<file path="config.mk">
export PLATFORM = sky130hd
export DESIGN_NAME = che_cell
export DESIGN_NICKNAME = d
export VERILOG_FILES = /design/src/hdl/che_pkg.sv /design/src/hdl/che_cell.sv
export SDC_FILE = /design/constraint.sdc
export NUM_CORES = 1
export LEC_CHECK = 0
export BUFFER_PORTS_ARGS = -buffer_cell sky130_fd_sc_hd__buf_2
export CELL_PAD_IN_SITES_DETAIL_PLACEMENT = 0
export CELL_PAD_IN_SITES_GLOBAL_PLACEMENT = 2
export CORE_ASPECT_RATIO = 0.7
export CORE_UTILIZATION = 31
export DETAILED_ROUTE_END_ITERATION = 8
export GPL_TIMING_DRIVEN = 0
export PLACE_DENSITY = 0.9
export SYNTH_ARGS = -nofsm -noshare
export SYNTH_HDL_FRONTEND = slang
export SYNTH_SLANG_ARGS = --single-unit
</file>
<file path="constraint.sdc">
create_clock -name clk -period 3.75 [get_ports clk]
set_input_delay 0.1875 -clock clk [delete_from_list [all_inputs] [get_ports clk]]
set_output_delay 0.1875 -clock clk [all_outputs]
set_load 0.005 [all_outputs]
</file>
<file path="src/hdl/che_pkg.sv">
// ----------------------------------------------------------------------------
// che_pkg: shared types and constants
// Command and result payloads, kind codes, register indexes and widths for
// the clamped histogram engine.
// ----------------------------------------------------------------------------
`default_nettype none

package che_pkg;

	localparam int NUM_BINS = 64;
	localparam int BIN_W    = 6;
	localparam int USED_W   = 7;
	localparam int COUNT_W  = 32;
	localparam int VALUE_W  = 16;
	localparam int WIDE_W   = 18;

	localparam logic [1:0] KIND_ADD  = 2'd0;
	localparam logic [1:0] KIND_READ = 2'd1;
	localparam logic [1:0] KIND_DUMP = 2'd2;

	localparam logic REG_LOWEST  = 1'b0;
	localparam logic REG_HIGHEST = 1'b1;

	localparam logic [COUNT_W-1:0] COUNT_MAX = '1;

	typedef struct packed {
		logic [1:0]                kind;
		logic signed [VALUE_W-1:0] sample;
	} cmd_t;

	typedef struct packed {
		logic [BIN_W-1:0]   bin_index;
		logic [COUNT_W-1:0] bin_count;
		logic [COUNT_W-1:0] tallest;
		logic [COUNT_W-1:0] shortest;
		logic               out_of_range;
		logic               last;
	} result_t;

	typedef struct packed {
		logic shift;
		logic inc;
	} cell_ctrl_t;

	typedef struct packed {
		logic [BIN_W-1:0]  add_bin;
		logic [BIN_W-1:0]  read_bin;
		logic              read_oor;
		logic [USED_W-1:0] used;
	} decode_t;

endpackage

`default_nettype wire

</file>
<file path="src/hdl/che_cell.sv">
// ----------------------------------------------------------------------------
// che_cell: one bin counter of the histogram chain
// Holds a saturating count; increments on a hit or takes its neighbor's
// count while the chain rotates for a dump.
// ----------------------------------------------------------------------------
`default_nettype none

module che_cell (
	input  wire logic                         clk,
	input  wire logic                         arst_n,
	input  wire che_pkg::cell_ctrl_t          ctrl,
	input  wire logic [che_pkg::COUNT_W-1:0]  neighbor,
	output logic      [che_pkg::COUNT_W-1:0]  count
);

	logic [che_pkg::COUNT_W-1:0] count_q;

	always_ff @(posedge clk or negedge arst_n) begin
		if (!arst_n) begin
			count_q <= '0;
		end else if (ctrl.shift) begin
			count_q <= neighbor;
		end else if (ctrl.inc && count_q != che_pkg::COUNT_MAX) begin
			count_q <= count_q + che_pkg::COUNT_W'(1);
		end
	end

	assign count = count_q;

endmodule

`default_nettype wire

</file>
==> summary.json <==
{
  "fin_tns_setup": {"value": 0, "unit": "ns"},
  "grt_antenna_before_repair": {"value": 0},
  "cts.repair.resized": {"value": 0},
  "post_drt_wl_per_cell": {"value": 16.2, "unit": "µm"},
  "floorplan.die.width": {"value": 101, "unit": "µm"},
  "std_cell_rows": {"value": 24},
  "drc": {"value": 0},
  "max_ffs_per_register": {"value": 32},
  "cts_tree": {"value": "done"},
  "clkSlewWorstSetupHoldPaths": {"value": 0.07, "unit": "ns"},
  "num_cts_buffers": {"value": 5},
  "total_power": {"value": 880, "unit": "µW"},
  "cp_cell_sequence": {"value": "ha_1 -> nand4_1 -> nor3_1 -> and3_1 -> clkbuf_1 -> or4_1 -> a31oi_1"},
  "final_period_minus_worst_setup_slack": {"value": 2.59, "unit": "ns"},
  "cp.required": {"value": 3.89, "unit": "ns"},
  "unique_masters_post_synth": {"value": 40},
  "pin_count": {"value": 68},
  "violated_checks": {"value": "hold timing"},
  "cts_hold_buffers": {"value": 0},
  "yosys_warnings": {"value": 0},
  "post-synth-top-area-cell": {"value": "dfrtp_1"},
  "cts_setup_buffers": {"value": 0},
  "netlist_area": {"value": 2120, "unit": "µm²"},
  "clockBufferDepth": {"value": 2},
  "chipHeight": {"value": 71.2, "unit": "µm"},
  "utilization": {"value": 0.414},
  "detail-route-antenna-nets": {"value": 0},
  "antenna-diode-count": {"value": 0},
  "post_route_cells_drive_above_1_share": {"value": 0.277},
  "drt_pass1_iterations": {"value": 4},
  "fin_cells": {"value": 409},
  "maxCapViolations": {"value": 0},
  "dr.first_iter.drc_count": {"value": 98},
  "post_synthesis_register_bit_count": {"value": 32},
  "fmax": {"value": 386, "unit": "MHz"},
  "gr-usage-all-layers": {"value": 0.196},
  "crit_fanout": {"value": 10},
  "syn2layout_area_growth": {"value": 25.4, "unit": "%"},
  "hp-class": {"value": "input pin to async pin"},
  "clock_insertion_delay_worst_skew": {"value": 0.29, "unit": "ns"},
  "slew-limit-headroom": {"value": 0.489},
  "finalSetupViolCount": {"value": 0},
  "h-tree-depth": {"value": 2},
  "synth-edff-count": {"value": 0},
  "ir_drop": {"value": 0.000128, "unit": "V"},
  "viasPerCell": {"value": 5.35},
  "avgSynthCellArea": {"value": 8.73, "unit": "µm²"},
  "setup.worst_path.start_class": {"value": "flip-flop"},
  "part_of_the_cycle_the_worst_path_needs": {"value": 0.691},
  "cts.root.buffer_cell": {"value": "clkbuf_8"},
  "clock_sinks": {"value": 32},
  "setup_repair_after_global_routing_missed_its_margin": {"value": "false"},
  "timing.critical_path.slowest_cell_delay": {"value": 0.62, "unit": "ns"},
  "cp_slowest_cell": {"value": "nor3_1"},
  "dieArea": {"value": 7190, "unit": "µm²"},
  "finalHoldViolCount": {"value": 32},
  "grt_pass1_wl": {"value": 10600, "unit": "µm"},
  "worst_slew_pin_slew": {"value": 0.763, "unit": "ns"},
  "drv_slew": {"value": 0},
  "syn-instance-count": {"value": 243},
  "ys_top_cells_by_area": {"value": "dfrtp_1, nand2_1, nand4_1"},
  "clock-skew-final": {"value": 0.00568, "unit": "ns"},
  "status": {"value": "complete, but fails checks"},
  "share_of_the_yosys_chip_area_belonging_to_registers": {"value": 0.377},
  "synth.top_cell.area_share": {"value": 0.377},
  "powerDensity": {"value": 331, "unit": "nW/µm²"},
  "routed_wl": {"value": 6620, "unit": "µm"},
  "dp.cells": {"value": 401},
  "pin_count_of_the_biggest_net_entering_global_routing": {"value": 33},
  "starting_density_of_the_core": {"value": 0.330},
  "synthArstFlopShare": {"value": 1.00},
  "final_net_count": {"value": 354},
  "grt_pass1_vias": {"value": 2018},
  "holdWs": {"value": -0.0425, "unit": "ns"},
  "num_vias": {"value": 2187},
  "power_leakage": {"value": 0.00111, "unit": "µW"},
  "ys.flop_type": {"value": "dfrtp_1"},
  "place.gp.congestion": {"value": 0.815},
  "worstSetupPathType": {"value": "flip-flop to flip-flop"},
  "data_arrival_critical_path": {"value": 2.73, "unit": "ns"},
  "critical_path.endpoint_type": {"value": "flip-flop"},
  "coreArea": {"value": 6430, "unit": "µm²"},
  "place.port_buffers": {"value": 67},
  "synth_fp_nets": {"value": 280},
  "globalRoute.totalOverflow": {"value": 0},
  "hpwlAfterDp": {"value": 4900, "unit": "µm"}
}
==> worst max-delay path: cells and delay by family, from the launching register on <==
family	cells	cell delay [ns]
and+or+nand+nor	4	1.30
buffers and inverters	1	0.37
AOI/OAI and AO/OA	1	0.07
adders and majority gates	1	0.25
DFF	1	0.44
==> placed cells by master, fill, tap and decap left out, types with 2 or more instances in the layout <==
cell type  synthesis  layout
a2111oi_2          2       2
a2111oi_4          2       2
a211o_1            2       2
a211oi_1           4       4
a21oi_1            3       3
a311o_1            6       6
a31oi_1            6       6
and2_1             4       4
and3_1             5       5
and4_1             6       6
buf_2              3      70
clkbuf_1           9      11
clkbuf_8           0       6
dfrtp_1           32      32
inv_1              9       9
mux2_2             2       2
nand2_1           36      36
nand3_1           18      18
nand4_1           21      21
nor2_1            18      18
o211ai_1           2       2
o21ai_0           10      10
o21ai_1            3       3
o311ai_0           3       3
o31ai_1            3       3
or4_1              6       6
xnor2_1           13      13
xor2_1             2       2
==> logic make-up after synthesis <==
group           Yosys count  synth area share
fa+ha+maj                 1           0.00590
simple gates            121             0.304
compound gates           48             0.189
mux                       3            0.0153
buf+inv                  23            0.0460
flops                    32             0.377
xor+xnor                 15            0.0619
==> layer usage <==
| layer | track usage | vias to the layer above | part of all wire |
|---|---|---|---|
| li1 | - | 1073 | - |
| met1 | 0.308 | 1024 | 0.52 |
| met2 | 0.272 | 83 | 0.39 |
| met3 | 0.0380 | 7 | 0.082 |
| met4 | 0.0435 | 0 | 0.0089 |
| met5 | 0 | - | 0 |
==> worst paths after layout <==
kind	from	to	slack (ns)	cells past startpoint
setup / recovery	count[1]	count[29]	1.16	7
hold / removal	arst_n	count[26]	-0.04	1
setup reg to reg	count[1]	count[29]	1.16	7
hold reg to reg	count[29]	count[29]	0.60	2
max in group asynchronous	arst_n	count[20]	3.29	1
min in group clk	neighbor[30]	count[30]	0.09	3
==> synth_stat cells, drive strengths merged (2+ instances only) <==
| master | instances |
|---|---|
| inv | 9 |
| mux2 | 2 |
| o311ai | 3 |
| a21oi | 3 |
| or4 | 6 |
| and3 | 5 |
| clkbuf | 9 |
| o211ai | 2 |
| a211o | 2 |
| nand4 | 22 |
| a2111oi | 4 |
| a311o | 6 |
| buf | 4 |
| dfrtp | 32 |
| a31oi | 7 |
| o31ai | 3 |
| nand2 | 36 |
| nor2 | 18 |
| and2 | 5 |
| nor4 | 2 |
| xor2 | 2 |
| and4 | 6 |
| o21ai | 13 |
| a211oi | 4 |
| nand3 | 18 |
| xnor2 | 13 |
==> area by class of cell <==
cell class | count | area, µm²
Buffer | 13 | 60.1
Clock buffer | 8 | 90.1
Fill cell | 698 | 3760
Inverter | 10 | 37.5
Multi-Input combinational cell | 188 | 1220
Sequential cell | 32 | 801
Tap cell | 91 | 114
Timing Repair Buffer | 67 | 335
==> power by group <==
group | total, µW | internal (µW) | switching, µW | leakage [µW]
Clock | 283 | 150 | 133 | 0.0000455
Sequential | 433 | 378 | 54.5 | 0.000384
Combinational | 164 | 78.7 | 85.6 | 0.000685
==> through the flow <==
step / cell area [µm²] / setup WS (ns)
3_3_place_gp: 2570 / 1.22
5_1_grt: 2660 / 0.905
3_5_place_dp: 2570 / 1.23
4_1_cts: 2660 / 1.21
6_report: 2660 / 1.16
2_1_floorplan: 2120 / 1.61
(Power assumes the default switching activity.)
