[src/hdl/che_pkg.sv]
// ----------------------------------------------------------------------------
// che_pkg: shared types and constants
// Command and result payloads, kind codes, register indexes and widths for
// the clamped histogram engine.
// ----------------------------------------------------------------------------
`default_nettype none

package che_pkg;

	localparam int NUM_BINS = 64;
	localparam int BIN_W    = 6;
	localparam int USED_W   = 7;
	localparam int COUNT_W  = 32;
	localparam int VALUE_W  = 16;
	localparam int WIDE_W   = 18;

	localparam logic [1:0] KIND_ADD  = 2'd0;
	localparam logic [1:0] KIND_READ = 2'd1;
	localparam logic [1:0] KIND_DUMP = 2'd2;

	localparam logic REG_LOWEST  = 1'b0;
	localparam logic REG_HIGHEST = 1'b1;

	localparam logic [COUNT_W-1:0] COUNT_MAX = '1;

	typedef struct packed {
		logic [1:0]                kind;
		logic signed [VALUE_W-1:0] sample;
	} cmd_t;

	typedef struct packed {
		logic [BIN_W-1:0]   bin_index;
		logic [COUNT_W-1:0] bin_count;
		logic [COUNT_W-1:0] tallest;
		logic [COUNT_W-1:0] shortest;
		logic               out_of_range;
		logic               last;
	} result_t;

	typedef struct packed {
		logic shift;
		logic inc;
	} cell_ctrl_t;

	typedef struct packed {
		logic [BIN_W-1:0]  add_bin;
		logic [BIN_W-1:0]  read_bin;
		logic              read_oor;
		logic [USED_W-1:0] used;
	} decode_t;

endpackage

`default_nettype wire

[src/hdl/che_decode.sv]
// ----------------------------------------------------------------------------
// che_decode: sample to bin mapping
// Works out the bins in use from the configured bounds, the clamped bin of
// an added sample and the bin and range flag of a read.
// ----------------------------------------------------------------------------
`default_nettype none

module che_decode (
	input  wire logic signed [che_pkg::VALUE_W-1:0] sample,
	input  wire logic signed [che_pkg::VALUE_W-1:0] lowest,
	input  wire logic signed [che_pkg::VALUE_W-1:0] highest,
	output che_pkg::decode_t                        dec
);

	logic signed [che_pkg::WIDE_W-1:0] s_w;
	logic signed [che_pkg::WIDE_W-1:0] lo_w;
	logic signed [che_pkg::WIDE_W-1:0] hi_w;
	logic signed [che_pkg::WIDE_W-1:0] span;
	logic signed [che_pkg::WIDE_W-1:0] top;
	logic signed [che_pkg::WIDE_W-1:0] offs;
	logic [che_pkg::USED_W-1:0]        used;

	always_comb begin
		s_w  = che_pkg::WIDE_W'(sample);
		lo_w = che_pkg::WIDE_W'(lowest);
		hi_w = che_pkg::WIDE_W'(highest);
		span = hi_w - lo_w + che_pkg::WIDE_W'(1);
		if (span < che_pkg::WIDE_W'(1)) begin
			used = che_pkg::USED_W'(1);
		end else if (span > che_pkg::WIDE_W'(che_pkg::NUM_BINS)) begin
			used = che_pkg::USED_W'(che_pkg::NUM_BINS);
		end else begin
			used = span[che_pkg::USED_W-1:0];
		end
		top  = lo_w + signed'({{(che_pkg::WIDE_W-che_pkg::USED_W){1'b0}}, used})
			- che_pkg::WIDE_W'(1);
		offs = s_w - lo_w;

		dec.used = used;
		if (s_w <= lo_w) begin
			dec.add_bin = '0;
		end else if (s_w >= top) begin
			dec.add_bin = che_pkg::BIN_W'(used - che_pkg::USED_W'(1));
		end else begin
			dec.add_bin = offs[che_pkg::BIN_W-1:0];
		end
		dec.read_oor = (s_w < lo_w) || (s_w > top);
		dec.read_bin = dec.read_oor ? '0 : offs[che_pkg::BIN_W-1:0];
	end

endmodule

`default_nettype wire

[config.mk]
export PLATFORM = sky130hd
export DESIGN_NAME = che_decode
export DESIGN_NICKNAME = d
export VERILOG_FILES = /design/src/hdl/che_pkg.sv /design/src/hdl/che_decode.sv
export SDC_FILE = /design/constraint.sdc
export NUM_CORES = 1
export LEC_CHECK = 0
export BUFFER_PORTS_ARGS = -buffer_cell sky130_fd_sc_hd__buf_4
export CORE_MARGIN = 10
export CORE_UTILIZATION = 35
export DETAILED_ROUTE_END_ITERATION = 8
export PLACE_DENSITY = 0.6
export SYNTH_ARGS = -nofsm -noshare
export SYNTH_HDL_FRONTEND = slang
export SYNTH_SLANG_ARGS = --single-unit
[constraint.sdc]
create_clock -name vclk -period 8.3
set_clock_uncertainty 0.05 [all_clocks]
set_input_delay 0.415 -clock vclk [all_inputs]
set_output_delay 0.415 -clock vclk [all_outputs]
set_load 0.03 [all_outputs]
==> results of run 1 <==
-- metal layers --
| layer | part of all wire (%) | wire length [microns] |
|---|---|---|
| met1 | 46 | 4144 |
| met5 | 0 | 0 |
| met2 | 51 | 4513 |
| met3 | 2.3 | 206 |
| met4 | 0.58 | 52 |
-- cell families (layout without fill, tap and decap cells) --
logic type,count (synthesis),after routing,share of synthesized area [%]
AND/OR/NAND/NOR,118,118,20.34
AO/OA/AOI/OAI,112,112,25.57
adder cells (fa/ha/maj),92,92,38.94
buffers and inverters,58,147,7.223
XOR/XNOR,25,25,7.264
multiplexers,2,2,0.6642
-- critical path, delay by kind of cell --
family | cells | cell delay (ns)
AOI/OAI and AO/OA | 14 | 2.69
xor gates and xnor gates | 1 | 0.12
adders and majority gates | 6 | 1.58
buffers and inverters | 6 | 0.68
muxes | 1 | 0.22
and+or+nand+nor | 10 | 1.69
-- what timing repair did --
action                                  4_1_cts  5_1_grt
pin swaps                                     1       20
resized for setup                             6       28
endpoints found under the setup margin        6       13
buffers inserted                              2        3
gates cloned                                  0        0
-- cell usage after synthesis, types with 4 or more instances --
cell type	n	area share (%)
a21o_1	15	3.7
ha_1	89	37
o21ai_0	19	3.2
nand4_1	8	1.7
xnor2_1	7	2.0
nand3_1	7	1.2
nor2_1	31	3.9
nor2b_1	6	1.2
o21a_1	8	2.0
a311oi_1	5	1.5
nand2b_1	4	0.83
or3_1	4	0.83
nor3_1	9	1.5
a211oi_1	7	1.7
a31oi_1	4	0.83
nand2_1	22	2.7
and3_1	8	1.7
a21oi_1	28	4.6
o21bai_1	4	1.0
inv_1	56	7.0
or2_2	5	1.0
and2_1	5	1.0
xor2_1	18	5.2
-- final cells by class --
type	instances	area, sq um	share of cell area [%]
inverter	56	210.2	5.330
multi-input combinational	349	2915	73.92
timing repair buffer	91	686.9	17.42
tap	105	131.4	3.331
-- worst max path at each step --
| stage | startpoint | depth (start not counted) | to |
|---|---|---|---|
| 6_report | lowest[1] | 38 | dec[15] |
| 2_1_floorplan | highest[1] | 38 | dec[16] |
| 3_5_place_dp | lowest[2] | 38 | dec[17] |
| 4_1_cts | lowest[2] | 38 | dec[17] |
| 3_3_place_gp | lowest[2] | 38 | dec[18] |
| 5_1_grt | lowest[1] | 39 | dec[15] |
-- report_power, final --
part           total [mW]  switching [mW]  leakage, nW  internal (mW)
logic               0.414           0.229         2.13          0.185
clock network           0               0            0              0
registers               0               0            0              0
total               0.414           0.229         2.13          0.185
==> summary.md, run 1 <==
| Metric | Value |
|---|---|
| Status | `finished, final reports clean` |
| Final non-filler cell total | `between 600 and 700` |
| GRT met3 Usage | `less than 1%` |
| Final sequential cell count | `0` |
| Startpoint types | `primary input` |
| Worst hold path depth | `4` |
| Seq/Total Area, Yosys | `0%` |
| Setup TNS | `0 ns` |
| # hold bufs at CTS | `0` |
| Via density per instance | `~5.3` |
| Share of layout cells above drive strength 1 | `about a quarter` |
| Cells after Synth | `a little over 400` |
| First-pass DRT Iterations | `4` |
| Synth Cell Area | `around 3000 sq um` |
| Largest net degree at the start of global routing | `9` |
| First-pass GRT wire length | `about 15000 microns` |
| PortBufs | `~70` |
| YS warnings | `0` |
| Crit path max fanout | `8` |
| Initial antenna violation count | `0` |
| Initial Util | `about 36%` |
| Commonest cells after routing, fill and taps aside | `90 x buf_4, 89 x ha_1, 55 x inv_1, 31 x nor2_1, 22 x a21oi_1` |
| Die width | `112.8 microns` |
| Fin Hold WS | `around 1.3 ns` |
| CP max stage delay | `0.42 ns` |
| Nets | `between 600 and 700` |
| Most Crowded Layer GR | `met2` |
| Final worst path period need | `roughly 7.9 ns` |
| Setup WS pre-CTS | `-0.1786 ns` |
| Pwr dens | `~100 nW/um^2` |
| Design Area, Final | `roughly 3900 sq um` |
| Worst-Margin Slew | `around 0.53 ns` |
| Die span in y | `112.8 microns` |
| Max-Cap Viols | `0` |
| Hold Path Class | `primary input to output pin` |
| Max-slew violation total from the final report | `0` |
| Hold endpoint | `dec[8]` |
| Lkg Pwr | `about 2.1 nW` |
| CP endpoint kind | `output pin` |
| CP Data Required Time | `7.84 ns` |
| Post-route ant nets | `0` |
| Crit path kind | `primary input to output pin` |
| Gpl congestion | `0.8737` |
| Relative slew slack | `between 60% and 70%` |
| Finish-stage setup viols | `0` |
| Period utilization | `roughly 95%` |
| Critical Path AT | `7.39 ns` |
| Count of clock buffers in the final design | `0` |
| DP Wirelength | `just over 8000 microns` |
| Final Util | `between 40% and 50%` |
| VDD IR max | `0.04518 mV` |
| Storage element area | `0 sq um` |
| Area Overhead vs Synth | `30.84%` |
| Placed cell area | `~3800 sq um` |
| Met2 GRT Util | `approximately 25%` |
| Placed cell count | `596` |
| Total GRT Usage | `approximately an eighth` |
| Wirelength per Cell | `between 10 and 15 microns` |
| Synthesized area per cell | `around 7.4 sq um` |
| Final-layout fill cell count | `846` |
| Syn nets | `between 500 and 600` |
| Most common cell after layout, fill and taps aside | `buf_4` |
| Setup ws final | `0.4455 ns` |
| Die area | `about 13000 sq um` |
| Maximum clock rate | `approximately 0.13 GHz` |
| Power Total | `~410 uW` |
| CP max-delay cell | `or3_4` |
| M1 GR Usage | `16.39%` |
| Core region area | `between 8000 and 9000 sq um` |
| Gr ovfl total | `0` |
| Min-delay src | `lowest[0]` |
| Ports | `slightly below 70` |
| Crit path top cell by count | `ha_1` |
| Vias | `3181` |
| Ant. Diodes | `0` |
| 1st-iter DRT viols | `88` |
| Number of global-route vias before repair | `3221` |
| Rows | `33` |
| Drt drc | `0` |
| Final wirelength | `~8900 microns` |
| Final hold vios | `0` |
| Post-synthesis cell type count | `about 50` |
Note: power is estimated with default switching activity, not from simulation.
==> inputs of run 2 (changes only) <==
==> constraint.sdc (replaced) <==
create_clock -name vclk -period 8.3
set_clock_uncertainty 0.05 [all_clocks]
set_input_delay 1.245 -clock vclk [all_inputs]
set_output_delay 1.245 -clock vclk [all_outputs]
set_load 0.03 [all_outputs]
==> run 2 against run 1 <==
The run now ends with negative setup slack left. Worst hold slack gained 1.7 ns. Flip-flop and latch count stayed put. Fmax down 16%. Design area up 30%. Non-clock buffer count up 96. Worst setup slack worse by 1.4 ns. Count of clock-buffer cells in the layout stayed put. Combinational power grew 36%. Power increased by 36%. Critical path depth shrank 1. First-iteration DRC count rose by 6.8%. Sequential share of layout area did not move. Critical endpoint is now dec[16]. Largest cell class unchanged.
==> summary.md, run 2 (synthesis gave the netlist of run 1 again) <==
| Metric | Value |
|---|---|
| Met2 GRT Util | `29.19% (+4.5 points)` |
| 1st-iter DRT viols | `94 (+6.8%)` |
| GRT met3 Usage | `0.6867% (-0.11 points)` |
| Nets | `734 (+15%)` |
| Critical Path AT | `8.01 ns (+0.62 ns)` |
| Pwr dens | `110.0 nW/um^2 (+4.8%)` |
| Placed cell count | `676 (+13%)` |
| Crit path max fanout | `8 (unchanged)` |
| Final hold vios | `0 (unchanged)` |
| Power Total | `562.3 uW (+36%)` |
| Failing checks | `negative setup slack` |
| Most Crowded Layer GR | `met2` |
| Vias | `3534 (+11%)` |
| Design Area, Final | `5111 sq um (+30%)` |
| VDD IR max | `0.04808 mV (+6.4%)` |
| Drt drc | `0 (unchanged)` |
| Share of layout cells above drive strength 1 | `46.28% (+20 points)` |
| Most common cell after layout, fill and taps aside | `buf_4` |
| Worst-Margin Slew | `0.7480 ns (+0.2210 ns)` |
| CP max-delay cell | `ha_1` |
| Final-layout fill cell count | `734 (-13%)` |
| Die width | `112.8 microns (unchanged)` |
| Post-route ant nets | `0 (unchanged)` |
| Status | `finished, violations left` |
| CP endpoint kind | `output pin` |
| Final non-filler cell total | `697 (+16%)` |
| Via density per instance | `5.070 (-4.2%)` |
| Max-Cap Viols | `0 (unchanged)` |
| Placed cell area | `4736 sq um (+25%)` |
| Final worst path period need | `9.302 ns (+1.447 ns)` |
| CP Buf/Inv Count | `5 (-1)` |
| Maximum clock rate | `0.1075 GHz (-16%)` |
| Setup ws final | `-1.002 ns (-1.447 ns)` |
| First-pass GRT wire length | `16450 microns (+13%)` |
| Initial Util | `36.32% (unchanged)` |
| Total GRT Usage | `14.72% (+1.7 points)` |
| Wirelength per Cell | `14.59 microns (-1.6%)` |
| Crit path top cell by count | `ha_1` |
| Period utilization | `112.1% (+17 points)` |
| Largest net degree at the start of global routing | `9 (unchanged)` |
| Number of global-route vias before repair | `3628 (+13%)` |
| Die span in y | `112.8 microns (unchanged)` |
| DP Wirelength | `8866 microns (+10%)` |
| Commonest cells after routing, fill and taps aside | `177 x buf_4, 75 x ha_1, 47 x inv_1, 24 x nor2_1, 21 x a21oi_1` |
| Kind of cell adding the most delay to the critical path | `compound AO/OA/AOI/OAI gates` |
| Count of clock buffers in the final design | `0 (unchanged)` |
| Startpoint types | `primary input` |
| CP Data Required Time | `7.01 ns (-0.83 ns)` |
| First-pass DRT Iterations | `4 (unchanged)` |
| Lkg Pwr | `2.653 nW (+24%)` |
| Fin Hold WS | `3.049 ns (+1.730 ns)` |
| Crit path kind | `primary input to output pin` |
| CP max stage delay | `0.37 ns (-0.05 ns)` |
| Area Overhead vs Synth | `69.57%` |
| Ports | `68 (unchanged)` |
| Storage element area | `0 sq um (unchanged)` |
| PortBufs | `68 (unchanged)` |
| Hold Path Class | `primary input to output pin` |
| Finish-stage setup viols | `13 (+13)` |
| Relative slew slack | `50.13% (-15 points)` |
| Final wirelength | `10170 microns (+14%)` |
| Unrepaired setup endpoints after global routing | `yes` |
| Max-slew violation total from the final report | `0 (unchanged)` |
| Ant. Diodes | `0 (unchanged)` |
| Core region area | `8299 sq um (unchanged)` |
| # hold bufs at CTS | `0 (unchanged)` |
| Rows | `33 (unchanged)` |
| Gr ovfl total | `0 (unchanged)` |
| M1 GR Usage | `17.26% (+0.87 points)` |
| Gpl congestion | `0.8879 (+1.6%)` |
| Initial antenna violation count | `0 (unchanged)` |
| Final sequential cell count | `0 (unchanged)` |
| Die area | `12720 sq um (unchanged)` |
-- run 2: cell types whose count changed in the layout (fill, tap and decap cells not counted), sizes merged --
cell,change
buf,+96
-- run 2: power breakdown --
group / internal, mW / switching (mW) / total (mW)
combinational: 0.285 / 0.277 / 0.562
clock: 0 / 0 / 0
sequential: 0 / 0 / 0
total: 0.285 / 0.277 / 0.562
-- run 2: routing by layer --
metal | part of all wire, % | wire (microns)
met3 | 2.2 | 221
met5 | 0 | 0
met1 | 43 | 4396
met2 | 53 | 5418
met4 | 1.3 | 135
-- run 2: area by class of cell --
class	count	area (sq um)	share of cell area [%]
multi-input combinational	349	3289	64.36
inverter	56	227.7	4.455
tap	105	131.4	2.570
timing repair buffer	187	1463	28.62
-- run 2: stage by stage --
| step | setup WS, ns | util [%] | setup TNS (ns) |
|---|---|---|---|
| after global routing | -1.402 | 61.59 | -17.13 |
| after detailed placement | -1.207 | 57.06 | -13.83 |
| final | -1.002 | 61.59 | -11.74 |
| after CTS | -0.9653 | 60.12 | -11.31 |
| after floorplan | -0.5701 | - | -5.094 |
| after global placement | -1.069 | 57.06 | -12.14 |
-- run 2: worst paths after layout --
path  endpoint  cells past startpoint  slack [ns]       from
min     dec[8]                      5        3.05  lowest[0]
max    dec[16]                     37       -1.00  lowest[9]
-- run 2: timing repair --
action	CTS	global route
pin swaps	5	7
buffers inserted	18	3
setup endpoints to repair	13	13
gates resized for setup	27	17
==> inputs of run 3 (changes only) <==
CORE_MARGIN = unset   (was 10)
==> run 3 against run 2 <==
The run still ends with negative setup slack left. Fmax is 0.22% lower. Die area is 29% lower. Utilization is 0.47 points higher. Flip-flop and latch count stayed put. Non-clock buffer count is 6 lower. Critical endpoint is now dec[15]. Critical path type unchanged. Wire length is 6.3% lower. Power is 1.1% higher. First-iteration DRC count is 34% lower. Global-route usage is 5.9 points higher. Cell count is 0.86% lower. Combinational power is 1% higher.
==> summary.md, run 3 (synthesis gave the netlist of run 1 again) <==
| Metric | Value |
|---|---|
| Status | `finished, violations left` |
| Failing checks | `negative setup slack` |
| Most common cell after layout, fill and taps aside | `buf_4` |
| PortBufs | `68 (unchanged)` |
| Vias | `3509 (-0.71%)` |
| Rows | `33 (unchanged)` |
| First-pass GRT wire length | `15040 microns (-8.6%)` |
| Die span in y | `94.80 microns (-16%)` |
| Max-slew violation total from the final report | `0 (unchanged)` |
| Critical Path AT | `8.03 ns (+0.02 ns)` |
| Unrepaired setup endpoints after global routing | `yes` |
| Drt drc | `0 (unchanged)` |
| Commonest cells after routing, fill and taps aside | `165 x buf_4, 74 x ha_1, 46 x inv_1, 23 x nor2_1, 20 x a21oi_1` |
| Kind of cell adding the most delay to the critical path | `compound AO/OA/AOI/OAI gates` |
| Storage element area | `0 sq um (unchanged)` |
| Lkg Pwr | `2.629 nW (-0.91%)` |
| Largest net degree at the start of global routing | `9 (unchanged)` |
| Final-layout fill cell count | `729 (-0.68%)` |
| CP max-delay cell | `and4bb_4` |
| Total GRT Usage | `20.63% (+5.9 points)` |
| Placed cell area | `4691 sq um (-0.95%)` |
| Met2 GRT Util | `39.99% (+11 points)` |
| Pwr dens | `111.0 nW/um^2 (+0.87%)` |
| GRT met3 Usage | `0.1610% (-0.53 points)` |
| Number of global-route vias before repair | `3464 (-4.5%)` |
| Ant. Diodes | `0 (unchanged)` |
| Startpoint types | `primary input` |
| Core region area | `8258 sq um (-0.50%)` |
| Area Overhead vs Synth | `70.03%` |
| Initial Util | `36.50% (+0.18 points)` |
| Nets | `728 (-0.82%)` |
| Period utilization | `112.3% (+0.25 points)` |
| Worst hold path depth | `5 (unchanged)` |
| Wirelength per Cell | `13.79 microns (-5.5%)` |
| Final sequential cell count | `0 (unchanged)` |
| 1st-iter DRT viols | `62 (-34%)` |
| Setup TNS | `-11.32 ns (+0.4154 ns)` |
| CP Buf/Inv Count | `16 (+11)` |
| Setup WS pre-CTS | `-1.153 ns (+0.05376 ns)` |
| Post-route ant nets | `0 (unchanged)` |
| Setup ws final | `-1.022 ns (-0.02069 ns)` |
| Power Total | `568.7 uW (+1.1%)` |
| VDD IR max | `0.04314 mV (-10%)` |
| Most Crowded Layer GR | `met2` |
| Maximum clock rate | `0.1073 GHz (-0.22%)` |
| CP max stage delay | `0.39 ns (+0.02 ns)` |
| Count of clock buffers in the final design | `0 (unchanged)` |
| Initial antenna violation count | `0 (unchanged)` |
| Max-Cap Viols | `0 (unchanged)` |
| Die area | `8987 sq um (-29%)` |
| Relative slew slack | `51.75% (+1.6 points)` |
| Final hold vios | `0 (unchanged)` |
| Final non-filler cell total | `691 (-0.86%)` |
| Crit path max fanout | `8 (unchanged)` |
| Final Util | `62.06% (+0.47 points)` |
| M1 GR Usage | `26.24% (+9.0 points)` |
| Finish-stage setup viols | `13 (unchanged)` |
| Gpl congestion | `0.8334 (-6.1%)` |
| Gr ovfl total | `0 (unchanged)` |
| Min-delay src | `lowest[0]` |
| Final worst path period need | `9.322 ns (+0.02069 ns)` |
| Via density per instance | `5.078 (+0.15%)` |
| CP Data Required Time | `7.01 ns (about the same)` |
| Placed cell count | `670 (-0.89%)` |
| Crit path top cell by count | `buf_4` |
| First-pass DRT Iterations | `4 (unchanged)` |
| Multi-input gate area | `3326 sq um (+1.1%)` |
| DP Wirelength | `8197 microns (-7.5%)` |
| Worst-Margin Slew | `0.7237 ns (-0.02430 ns)` |
| Design Area, Final | `5125 sq um (+0.27%)` |
| CP endpoint kind | `output pin` |
| Crit path kind | `primary input to output pin` |
| Final wirelength | `9527 microns (-6.3%)` |
| Hold Path Class | `primary input to output pin` |
| Die width | `94.80 microns (-16%)` |
| Fin Hold WS | `3.010 ns (-0.03971 ns)` |
| Hold endpoint | `dec[8]` |
| Ports | `68 (unchanged)` |
| Share of layout cells above drive strength 1 | `47.27% (+0.99 points)` |
[run 3: changes by cell type in the layout (fill, tap and decap cells not counted), sizes merged]
cell / before / now
buf: 187 / 181
[run 3: worst max-delay path by stage]
stage,start,cells past startpoint,end
6_report,lowest[3],41,dec[15]
5_1_grt,lowest[11],37,dec[16]
4_1_cts,highest[1],40,dec[18]
3_5_place_dp,lowest[9],37,dec[18]
3_3_place_gp,lowest[9],37,dec[17]
2_1_floorplan,highest[1],38,dec[18]
[run 3: power breakdown]
group	leakage (nW)	internal, mW	switching (mW)
logic	2.63	0.289	0.279
registers	0	0	0
clock network	0	0	0
[run 3: repair_timing]
action | 4_1_cts | 5_1_grt
resized for setup | 34 | 25
hold buffers | 0 | 0
endpoints found under the setup margin | 13 | 13
gates cloned | 0 | 0
setup buffers | 15 | 6
pin swaps | 6 | 7
[run 3: layout make-up]
type,count,area share [%]
Inverter,56,4.443
Timing Repair Buffer,181,28.10
Tap cell,105,2.563
Multi-Input combinational cell,349,64.89
[run 3: routing by layer]
layer	vias up	share of wire [%]
li1	1843	-
met1	1628	46
met2	36	52
met3	2	1.4
met4	0	0.15
met5	-	0
